### config.mk
export PLATFORM = sky130hd
export DESIGN_NAME = modular_exponentiation
export DESIGN_NICKNAME = d
export VERILOG_FILES = /design/src/hdl/mex_pkg.sv /design/src/hdl/mex_mulmod.sv /design/src/hdl/mex_datapath.sv /design/src/hdl/mex_ctrl.sv /design/src/hdl/modular_exponentiation.sv
export SDC_FILE = /design/constraint.sdc
export NUM_CORES = 2
export LEC_CHECK = 0
export ABC_AREA = 1
export BUFFER_PORTS_ARGS = -buffer_cell sky130_fd_sc_hd__buf_2
export CAP_MARGIN = 5
export CORE_MARGIN = 5
export CORE_UTILIZATION = 70
export DETAILED_ROUTE_END_ITERATION = 8
export PLACE_DENSITY_LB_ADDON = 0.05
export SYNTH_ARGS = -nofsm -noshare
export SYNTH_HDL_FRONTEND = slang
export SYNTH_SLANG_ARGS = --single-unit
### constraint.sdc
create_clock -name clk_i -period 21.5 [get_ports clk_i]
set_clock_uncertainty 0.1 [all_clocks]
set_input_delay 4.3 -clock clk_i [delete_from_list [all_inputs] [get_ports clk_i]]
set_output_delay 4.3 -clock clk_i [all_outputs]
set_load 0.02 [all_outputs]
### src/hdl/mex_pkg.sv
// Shared constants, types and state encoding for the modular exponentiation block.
`default_nettype none

package mex_pkg;

  localparam int unsigned BASE_W = 31;
  localparam int unsigned EXP_W  = 31;
  localparam int unsigned RES_W  = 30;

  // Prime modulus 1000000007 (between 2^29 and 2^30)
  localparam logic [RES_W-1:0] PRIME_MOD = 30'd1000000007;
  // Exponent used for the Fermat inverse
  localparam logic [EXP_W-1:0] INV_EXP = 31'(PRIME_MOD) - 31'd2;
  // Barrett factor floor(2^60 / P)
  localparam logic [30:0] BARRETT_MU = 31'((64'd1 << 60) / 64'(PRIME_MOD));

  typedef enum logic [2:0] {
    ST_IDLE,
    ST_CHECK,
    ST_SQUARE,
    ST_MULT,
    ST_WAIT,
    ST_DONE
  } mex_state_e;

  typedef struct packed {
    logic load;       // capture a new input transaction
    logic issue_sq;   // push sq * sq into the multiplier
    logic issue_mul;  // push acc * sq into the multiplier
    logic shift_exp;  // drop the exponent bit just handled
    logic publish;    // move acc into the output register
  } mex_cmd_t;

  typedef struct packed {
    logic exp_zero;
    logic exp_lsb;
    logic busy;       // multiplier pipeline holds work
    logic out_free;   // output register can take a result this cycle
  } mex_sts_t;

endpackage

`default_nettype wire

### src/hdl/mex_mulmod.sv
// Pipelined modular multiplier, Barrett reduction modulo 1000000007.
`default_nettype none

module mex_mulmod (
  input  logic                      clk_i,
  input  logic                      rst_ni,
  input  logic                      in_valid_i,
  input  logic                      in_tag_i,
  input  logic [mex_pkg::RES_W-1:0] in_a_i,
  input  logic [mex_pkg::RES_W-1:0] in_b_i,
  output logic                      out_valid_o,
  output logic                      out_tag_o,
  output logic [mex_pkg::RES_W-1:0] out_res_o,
  output logic                      busy_o
);

  logic [4:0] v_q, v_d;
  logic [4:0] t_q, t_d;

  logic [mex_pkg::RES_W-1:0] a0_q, b0_q;
  logic [59:0]               prod1_q, prod1_d;
  logic [30:0]               q2_q, q2_d;
  logic [31:0]               x2_q, x3_q;
  logic [31:0]               qp3_q, qp3_d;
  logic [mex_pkg::RES_W-1:0] res4_q, res4_d;

  logic [61:0] mu_prod;
  logic [31:0] rem, rem1, rem2;
  logic [31:0] prime32;

  assign v_d = {v_q[3:0], in_valid_i};
  assign t_d = {t_q[3:0], in_tag_i};

  always_ff @(posedge clk_i or negedge rst_ni) begin
    if (!rst_ni) begin
      v_q <= '0;
      t_q <= '0;
    end else begin
      v_q <= v_d;
      t_q <= t_d;
    end
  end

  always_comb begin
    prime32 = 32'(mex_pkg::PRIME_MOD);
    prod1_d = 60'(a0_q) * 60'(b0_q);
    mu_prod = 62'(prod1_q[59:29]) * 62'(mex_pkg::BARRETT_MU);
    q2_d    = mu_prod[61:31];
    // only the low word matters: the true remainder is below 3P < 2^32
    qp3_d   = 32'(q2_q) * prime32;
    rem     = x3_q - qp3_q;
    rem1    = rem - prime32;
    rem2    = rem - (prime32 << 1);
    if (rem >= (prime32 << 1)) begin
      res4_d = rem2[mex_pkg::RES_W-1:0];
    end else if (rem >= prime32) begin
      res4_d = rem1[mex_pkg::RES_W-1:0];
    end else begin
      res4_d = rem[mex_pkg::RES_W-1:0];
    end
  end

  always_ff @(posedge clk_i) begin
    a0_q    <= in_a_i;
    b0_q    <= in_b_i;
    prod1_q <= prod1_d;
    q2_q    <= q2_d;
    x2_q    <= prod1_q[31:0];
    qp3_q   <= qp3_d;
    x3_q    <= x2_q;
    res4_q  <= res4_d;
  end

  assign out_valid_o = v_q[4];
  assign out_tag_o   = t_q[4];
  assign out_res_o   = res4_q;
  assign busy_o      = |v_q;

endmodule

`default_nettype wire

### src/hdl/mex_datapath.sv
// Datapath: exponent, accumulator and square registers, multiplier, output register.
`default_nettype none

module mex_datapath (
  input  logic                       clk_i,
  input  logic                       rst_ni,
  input  mex_pkg::mex_cmd_t          cmd_i,
  output mex_pkg::mex_sts_t          sts_o,
  input  logic [mex_pkg::BASE_W-1:0] base_i,
  input  logic [mex_pkg::EXP_W-1:0]  exp_i,
  input  logic                       mode_i,
  output logic                       out_valid_o,
  input  logic                       out_ready_i,
  output logic [mex_pkg::RES_W-1:0]  out_res_o
);

  localparam logic TAG_SQ  = 1'b0;
  localparam logic TAG_MUL = 1'b1;

  logic [mex_pkg::EXP_W-1:0] exp_q, exp_d;
  logic [mex_pkg::RES_W-1:0] acc_q, acc_d;
  logic [mex_pkg::RES_W-1:0] sq_q, sq_d;
  logic [mex_pkg::RES_W-1:0] out_data_q, out_data_d;
  logic                      out_valid_q, out_valid_d;

  logic [mex_pkg::BASE_W-1:0] base_red;
  logic                       mm_valid, mm_tag;
  logic [mex_pkg::RES_W-1:0]  mm_res;
  logic                       mm_busy;
  logic                       out_free;

  mex_mulmod u_mulmod (
    .clk_i       (clk_i),
    .rst_ni      (rst_ni),
    .in_valid_i  (cmd_i.issue_sq | cmd_i.issue_mul),
    .in_tag_i    (cmd_i.issue_mul ? TAG_MUL : TAG_SQ),
    .in_a_i      (cmd_i.issue_mul ? acc_q : sq_q),
    .in_b_i      (sq_q),
    .out_valid_o (mm_valid),
    .out_tag_o   (mm_tag),
    .out_res_o   (mm_res),
    .busy_o      (mm_busy)
  );

  assign out_free = !out_valid_q || out_ready_i;

  always_comb begin
    // base < 2^31 < 3P, so at most 2P comes off
    if (base_i >= {mex_pkg::PRIME_MOD, 1'b0}) begin
      base_red = base_i - {mex_pkg::PRIME_MOD, 1'b0};
    end else if (base_i >= 31'(mex_pkg::PRIME_MOD)) begin
      base_red = base_i - 31'(mex_pkg::PRIME_MOD);
    end else begin
      base_red = base_i;
    end
    exp_d      = exp_q;
    acc_d      = acc_q;
    sq_d       = sq_q;
    out_data_d = out_data_q;
    out_valid_d = out_valid_q && !out_ready_i;
    if (cmd_i.load) begin
      exp_d = mode_i ? mex_pkg::INV_EXP : exp_i;
      acc_d = 30'd1;
      sq_d  = base_red[mex_pkg::RES_W-1:0];
    end
    if (cmd_i.shift_exp) begin
      exp_d = exp_q >> 1;
    end
    if (mm_valid) begin
      if (mm_tag == TAG_MUL) begin
        acc_d = mm_res;
      end else begin
        sq_d = mm_res;
      end
    end
    if (cmd_i.publish) begin
      out_data_d  = acc_q;
      out_valid_d = 1'b1;
    end
  end

  always_ff @(posedge clk_i or negedge rst_ni) begin
    if (!rst_ni) begin
      out_valid_q <= 1'b0;
    end else begin
      out_valid_q <= out_valid_d;
    end
  end

  always_ff @(posedge clk_i) begin
    exp_q      <= exp_d;
    acc_q      <= acc_d;
    sq_q       <= sq_d;
    out_data_q <= out_data_d;
  end

  assign sts_o.exp_zero = (exp_q == '0);
  assign sts_o.exp_lsb  = exp_q[0];
  assign sts_o.busy     = mm_busy;
  assign sts_o.out_free = out_free;

  assign out_valid_o = out_valid_q;
  assign out_res_o   = out_data_q;

endmodule

`default_nettype wire

### src/hdl/mex_ctrl.sv
// Controller: sequences square and multiply per exponent bit, one transaction at a time.
`default_nettype none

module mex_ctrl (
  input  logic              clk_i,
  input  logic              rst_ni,
  input  logic              in_valid_i,
  output logic              in_ready_o,
  input  mex_pkg::mex_sts_t sts_i,
  output mex_pkg::mex_cmd_t cmd_o
);

  mex_pkg::mex_state_e state_q, state_d;

  always_ff @(posedge clk_i or negedge rst_ni) begin
    if (!rst_ni) begin
      state_q <= mex_pkg::ST_IDLE;
    end else begin
      state_q <= state_d;
    end
  end

  always_comb begin
    state_d    = state_q;
    cmd_o      = '0;
    in_ready_o = 1'b0;
    case (state_q)
      mex_pkg::ST_IDLE: begin
        in_ready_o = 1'b1;
        if (in_valid_i) begin
          cmd_o.load = 1'b1;
          state_d    = mex_pkg::ST_CHECK;
        end
      end
      mex_pkg::ST_CHECK: begin
        state_d = sts_i.exp_zero ? mex_pkg::ST_DONE : mex_pkg::ST_SQUARE;
      end
      mex_pkg::ST_SQUARE: begin
        cmd_o.issue_sq = 1'b1;
        state_d        = mex_pkg::ST_MULT;
      end
      mex_pkg::ST_MULT: begin
        // multiply uses the square value from before this bit's squaring
        cmd_o.issue_mul = sts_i.exp_lsb;
        cmd_o.shift_exp = 1'b1;
        state_d         = mex_pkg::ST_WAIT;
      end
      mex_pkg::ST_WAIT: begin
        if (!sts_i.busy) begin
          state_d = mex_pkg::ST_CHECK;
        end
      end
      mex_pkg::ST_DONE: begin
        if (sts_i.out_free) begin
          cmd_o.publish = 1'b1;
          state_d       = mex_pkg::ST_IDLE;
        end
      end
      default: begin
        state_d = mex_pkg::ST_IDLE;
      end
    endcase
  end

  a_issue_when_idle: assert property (@(posedge clk_i) disable iff (!rst_ni)
    cmd_o.issue_sq |-> !sts_i.busy)
    else $error("square issued while multiplier busy");

  a_mul_follows_sq: assert property (@(posedge clk_i) disable iff (!rst_ni)
    cmd_o.issue_mul |-> $past(cmd_o.issue_sq))
    else $error("multiply not paired with square");

  a_publish_free: assert property (@(posedge clk_i) disable iff (!rst_ni)
    cmd_o.publish |-> sts_i.out_free)
    else $error("result published into occupied output register");

  a_check_settled: assert property (@(posedge clk_i) disable iff (!rst_ni)
    (state_q == mex_pkg::ST_CHECK) |-> !sts_i.busy)
    else $error("exponent checked before multiplier drained");

endmodule

`default_nettype wire

### src/hdl/modular_exponentiation.sv
// Top level: modular exponentiation modulo 1000000007 by square-and-multiply.
//
//  channel  dir  handshake                       payload
//  s_axis   in   s_axis_tvalid_i/s_axis_tready_o tdata: base, exponent; tuser: mode
//  m_axis   out  m_axis_tvalid_o/m_axis_tready_i tdata: residue
//
// One transaction at a time. Each exponent bit steps through check, square, multiply
// through the shared Barrett multiplier, then drain; the multiply is issued only when
// the bit is set. A finished result waits in the output register while the next input
// is taken; the controller waits for output space only while that register is full.
// Reset clears the controller, valid flags and multiplier tags only; no clearing pass.
`default_nettype none

module modular_exponentiation (
  input  logic        clk_i,
  input  logic        rst_ni,
  input  logic        s_axis_tvalid_i,
  output logic        s_axis_tready_o,
  input  logic [63:0] s_axis_tdata_i,   // [30:0] base_value, [61:31] exponent_value, zero pad
  input  logic        s_axis_tuser_i,   // [0] mode
  output logic        m_axis_tvalid_o,
  input  logic        m_axis_tready_i,
  output logic [31:0] m_axis_tdata_o    // [29:0] residue, zero pad
);

  mex_pkg::mex_cmd_t         cmd;
  mex_pkg::mex_sts_t         sts;
  logic [mex_pkg::RES_W-1:0] res;

  mex_ctrl u_ctrl (
    .clk_i      (clk_i),
    .rst_ni     (rst_ni),
    .in_valid_i (s_axis_tvalid_i),
    .in_ready_o (s_axis_tready_o),
    .sts_i      (sts),
    .cmd_o      (cmd)
  );

  mex_datapath u_datapath (
    .clk_i       (clk_i),
    .rst_ni      (rst_ni),
    .cmd_i       (cmd),
    .sts_o       (sts),
    .base_i      (s_axis_tdata_i[30:0]),
    .exp_i       (s_axis_tdata_i[61:31]),
    .mode_i      (s_axis_tuser_i),
    .out_valid_o (m_axis_tvalid_o),
    .out_ready_i (m_axis_tready_i),
    .out_res_o   (res)
  );

  assign m_axis_tdata_o = {2'b00, res};

endmodule

`default_nettype wire

; Yosys cells after proc, flatten, opt, wreduce, memory -nomap -nowiden
; Cells that the tools add are included.
[totals]
regBits = 412
latchBits = 0
mem_bits_rw = 0
rom_bits = 0
inputBits = 69
output_inout_bits = 34
wordCells = 75
mem_count = 0
[classes]
addsub = 5
n_mul = 3
n_div = 0
order_cmp = 4
n_eq_ne = 8
shifts = 0
muxes = 28
bitwise = 1
reduce_logical = 9
[ops]
columns = op, n
row1 = $mux 30, 13
row2 = $sub 30x30->30 const B, 4
row3 = $mul 30x30->60, 1
row4 = $mul 31x28->59 const B, 1
row5 = $ge 32x30->1 const B, 1
row6 = $ge 32x31->1 const B, 1
row7 = $mul 31x30->32 const B, 1
row8 = $sub 32x32->32, 1
row9 = $ge 31x30->1 const B, 1
row10 = $ge 31x31->1 const B, 1
row11 = $logic_not 31->1, 1
row12 = $mux 31, 1
row13 = $pmux 3 s6, 1
row14 = $mux 3, 4
row15 = $mux 1, 8
row16 = $eq 3x2->1 const B, 2
row17 = $eq 3x3->1 const B, 2
row18 = $reduce_or 5->1, 1
row19 = $ne 2x2->1 const B, 2
row20 = $eq 3x1->1 const B, 1
row21 = $logic_not 3->1, 1
row22 = $reduce_and 3->1, 1
row23 = $logic_not 1->1, 2
row24 = $mux 2, 1
row25 = 5 further kinds, 5

; Logic depth before layout (Yosys ltp)
[depth]
word_depth = 6
mapped_depth = 35
ltp_nobuf = 34

; Modules after synthesis
; Synthesis repeated with hierarchy kept, for this count alone.
[unflattened]
hier_cells = 9061
hier_area_um2 = 71878.9
[modules_own_cells]
columns = mod, n_inst, cells_each, area_each_um2, seq_area_each_um2
row1 = mex_mulmod, 1, 7799, 63450.9, 5795.6
row2 = mex_datapath, 1, 1227, 8197.9, 3047.9
row3 = mex_ctrl, 1, 32, 211.5, 75.1
row4 = modular_exponentiation, 1, 3, 18.8, 0.0

; Worst setup path after synthesis
; Ideal clock, no wire load.
[synth_path]
path_type = flip-flop to flip-flop
start = reg u_datapath.u_mulmod.b0_q[6] (netlist bit)
end = reg u_datapath.u_mulmod.prod1_q[59]
setup_ns = 0.127
arrival_time_ns = 6.677
t_required_ns = 21.273
path_slack_ns = 14.596
stages_incl_launch_ff = 29
n_path_buf = 1
synth_period_minus_slack_ns = 6.904
cell_sequence = dfxtp_1 clkbuf_1 nand2_1 fa_1 inv_1 fa_1 inv_1 fa_1 inv_1 fa_1 fa_1 fa_1 fa_1 inv_1 fa_1 inv_1 ha_1 a21o_1 a21oi_1 o21ai_0 a21oi_1 nand3_1 nand2_1 nand2_1 nand2_1 nand2_1 a21boi_0 o21ai_0 xor2_1
[synth_via]
elab_chain_cells = 1
[synth_rtl]
columns = item, line
row1 = from (decl), mex_mulmod.sv:20  ; logic [mex_pkg::RES_W-1:0] a0_q, b0_q;
row2 = from (signal assigned), mex_mulmod.sv:65  ; b0_q <= in_b_i;
row3 = $mul 30x30->60, mex_mulmod.sv:46  ; prod1_d = 60'(a0_q) * 60'(b0_q);
row4 = net u_datapath.u_mulmod.prod1_d[59], mex_mulmod.sv:21  ; logic [59:0] prod1_q, prod1_d;
row5 = to (signal assigned), mex_mulmod.sv:66  ; prod1_q <= prod1_d;
row6 = to (decl), mex_mulmod.sv:21
; The timed path passes the listed nets, and every way through them passes these cells.
; A chain may end at the register's enable or synchronous reset.

; Worst setup path after layout
[layout_path]
start = reg u_datapath.u_mulmod.b0_q[6] (netlist bit)
end = reg u_datapath.u_mulmod.prod1_q[41]
; The elaborated chain is that of the path after synthesis.

==> results.md <==
- Critical path cell sequence: nand2_1, fa_1, inv_1, fa_1, inv_1, fa_1, inv_1, fa_1, fa_1, fa_1, fa_1, inv_1, fa_1, inv_1, ha_1, nand2_1, nor2_1, nand2_1, o211ai_1, a21oi_1, o21ai_0, nand2_1, nand2_1, xor2_1
- Prevailing post-synth register cell: dfxtp_1
- # rows: ~120
- Total routed wirelength: 209.1 mm
- Routed Antenna Nets: 0
- Clk buf depth: 3
- Final hold violations: 0
- Finish-stage setup viols: 0
- Critical path type: reg2reg
- Worst path slowest cell: dfxtp_2
- Dominant cell type by area after synthesis: fa_1
- Ports placed on the boundary: 103
- CTS H-tree lvls: 2
- CP Max Fanout: 30
- WL/cell: approximately 21 um
- Unrepaired setup endpoints after global routing: no
- #FFs+latches synth: roughly 410
- Setup bufs post-CTS: 0
- Non-filler cells, final: 9,983
- Gr ovfl total: 0
- Max Cap Violations: 0
- Crit path max-delay family: adder cells
- # hold bufs at CTS: 0
- Syn Area/Cell: a little over 8 um^2
- Global-route wire length before repair: roughly 330 mm
- Yosys Warn Count: 0
- Slew Viols, Final: 0
- Final Cycle Share: 0.3870
- Worst hold start: u_datapath.u_mulmod.x2_q[9]$_DFF_P_
- Commonest cells post-synth: inv_1, nand2_1, fa_1
- Mapped Area: 70,100 um^2
- Post-Synthesis Cells: 8,701
- Area growth from synthesis to layout: 4.364%
- Sequential area share after synthesis: 0.1272
- Asr flop ratio synth: 0.03398
- Tot GR Track Use: 0.3946
- Sum of buffers and inverters on the critical path: 5
- Outcome: complete, no violations
- Die W: between 300 and 400 um
- Root Driver: clkbuf_16
- Placed cell count: about 9.9k
- CTS clk-pin slew, worst paths: roughly 0.060 ns
- Data required, critical path: roughly 22 ns
- CTS sink cnt: 412
- Total number of vias: 57.20k
- CTS buffer count: 43
- Synth area leaders: fa_1, ha_1, inv_1
- Initial DRC Count: about 5.2k
- R2R Path Start: u_datapath.u_mulmod.b0_q[6]$_DFF_P_
- Fmax: 120.2 MHz
- Nets: 10.74k
- Distinct cells, synth: 63
- Worst Setup SP: u_datapath.u_mulmod.b0_q[6]$_DFF_P_
- Most used cell, CP: fa_1
- Starting Density: 0.7030
- Rel. slew slack: 0.1909
- Placed wire-length estimate: ~170 mm
- Core Box Area: about 100,000 um^2
- Post-route DRC: 0
- Worst hold path type: reg2reg
- Port Buffers: around 100
- Routed vias/inst: around 5.7
- Startpoint Class: flip-flop
- Count leader, synth: inv_1
- Die ar.: approximately 110,000 um^2
- DR pass1 iterations: 7
- Worst Tran Pin Value: 1.211 ns
- Nature of the critical path endpoint: flip-flop
- Die height: 326.4 um
- Initial antenna violation count: 9
- GP Congestion: approximately 0.99
- Setup TNS: 0 ns
- Crit path time final: 8.321 ns
- CTS tree: built
- Number of synthesized flops with an enable pin: 60
- Top cell type's share of synthesized area: 0.3496
- Vias in the first global route: 60.14k
- # resized after CTS: 0
- Worst skew pair latency: 0.60 ns
- Largest net degree at the start of global routing: 64
- Worst EP arrival: just under 9 ns
- Fraction of layout instances using a drive strength above 1: 0.04088
- Crit path largest cell delay: 0.97 ns
[path summary, 6_finish.rpt]
path	endpoint	slack [ns]	cells after the start
hold reg to reg	u_datapath.u_mulmod.x3_q[9]$_DFF_P_	0.19	0
max in group asynchronous	u_datapath.u_mulmod.t_q[4]$_DFF_PN0_	17.45	1
setup reg to reg	u_datapath.u_mulmod.prod1_q[41]$_DFF_P_	13.18	24
setup / recovery	u_datapath.u_mulmod.prod1_q[41]$_DFF_P_	13.18	24
min in group asynchronous	u_datapath.out_valid_o$_DFF_PN0_	3.53	1
hold / removal	u_datapath.u_mulmod.x3_q[9]$_DFF_P_	0.19	0
[cell usage in the layout (no fill, tap or decap), types with 8 or more instances in the layout]
master and n:
inv_1 2345, nand2_1 2063, fa_1 1224, ha_1 799
nor2_1 317, dfxtp_1 313, a21oi_1 232, o21ai_0 230
nand3_1 207, xor2_1 152, buf_2 98, xnor2_1 62
edfxtp_1 60, nand4_1 57, buf_4 56, a31oi_1 54
clkbuf_16 43, nand2_2 34, nor3_1 27, dfxtp_2 25
a21o_1 24, a22oi_1 24, inv_2 23, nor4_1 22
nor2_2 17, dfrtp_1 14, o211ai_1 11, o31ai_1 11
o21bai_1 10, o21a_1 10, clkbuf_1 10, nor2_4 9
nand3_2 9, o21ai_1 8
[worst reg2reg max path, stage by stage, from the launching register on]
cell	delay, ns
dfxtp_2	0.97
nand2_1	0.21
fa_1	0.57
inv_1	0.05
fa_1	0.53
inv_1	0.06
fa_1	0.54
inv_1	0.06
fa_1	0.49
fa_1	0.57
fa_1	0.43
fa_1	0.49
inv_1	0.05
fa_1	0.47
inv_1	0.04
ha_1	0.38
nand2_1	0.11
nor2_1	0.56
nand2_1	0.15
o211ai_1	0.57
a21oi_1	0.20
o21ai_0	0.37
nand2_1	0.10
nand2_1	0.08
xor2_1	0.14
[layout make-up]
cell class,instances,area [um^2]
well taps,1298,1624
clock inverters,23,295.3
multi-input cells,5665,51300
flip-flops and latches,412,8950
clock buffers,57,1169
repair buffers,154,910.9
fillers,7609,26560
diodes,1,2.502
inverters,2373,8907
[state kept, by name, summed over array words and instances (netlist names), 31 cells and up]
name / cells
u_datapath.exp_q: 31
u_datapath.u_mulmod.q2_q: 31
u_datapath.u_mulmod.x2_q: 32
u_datapath.u_mulmod.prod1_q: 60
u_datapath.u_mulmod.x3_q: 32
u_datapath.u_mulmod.qp3_q: 32
[kinds of logic (layout without fill, tap and decap cells)]
| family | count (synthesis) | count (layout) | share of synthesized area |
|---|---|---|---|
| AND/OR/NAND/NOR | 2782 | 2782 | 0.1606 |
| buffers and inverters | 2625 | 2607 | 0.1414 |
| adder cells (fa/ha/maj) | 2023 | 2023 | 0.4922 |
| AO/OA/AOI/OAI | 644 | 644 | 0.05176 |
| flip-flops | 412 | 412 | 0.1272 |
| XOR/XNOR | 214 | 214 | 0.02674 |
| other | 1 | 3 | 0.00005350 |
[layer usage]
metal  routed length [um]  global-route usage  share of wire  up-vias
li1                     -                   -              -    25580
met1                79630              0.5191           0.38    27730
met2                94690              0.6341           0.45     3118
met3                23480             0.09011           0.11      771
met4                11330              0.1715          0.054        4
met5                   14                   0       0.000067        -
[stage by stage]
step | setup slack, ns | util | hold slack [ns] | area, um^2
3_5_place_dp | 13.21 | 0.7190 | 0.2121 | 71690
3_3_place_gp | 13.33 | 0.7190 | 0.2114 | 71690
2_1_floorplan | 14.60 | - | 0.2096 | 70100
6_report | 13.18 | 0.7337 | 0.1948 | 73160
5_1_grt | 12.92 | 0.7337 | 0.2005 | 73150
4_1_cts | 13.24 | 0.7337 | 0.1910 | 73150
Power is not shown: default switching activity piles up to over one toggle a cycle in this logic, so the estimate is an artifact.
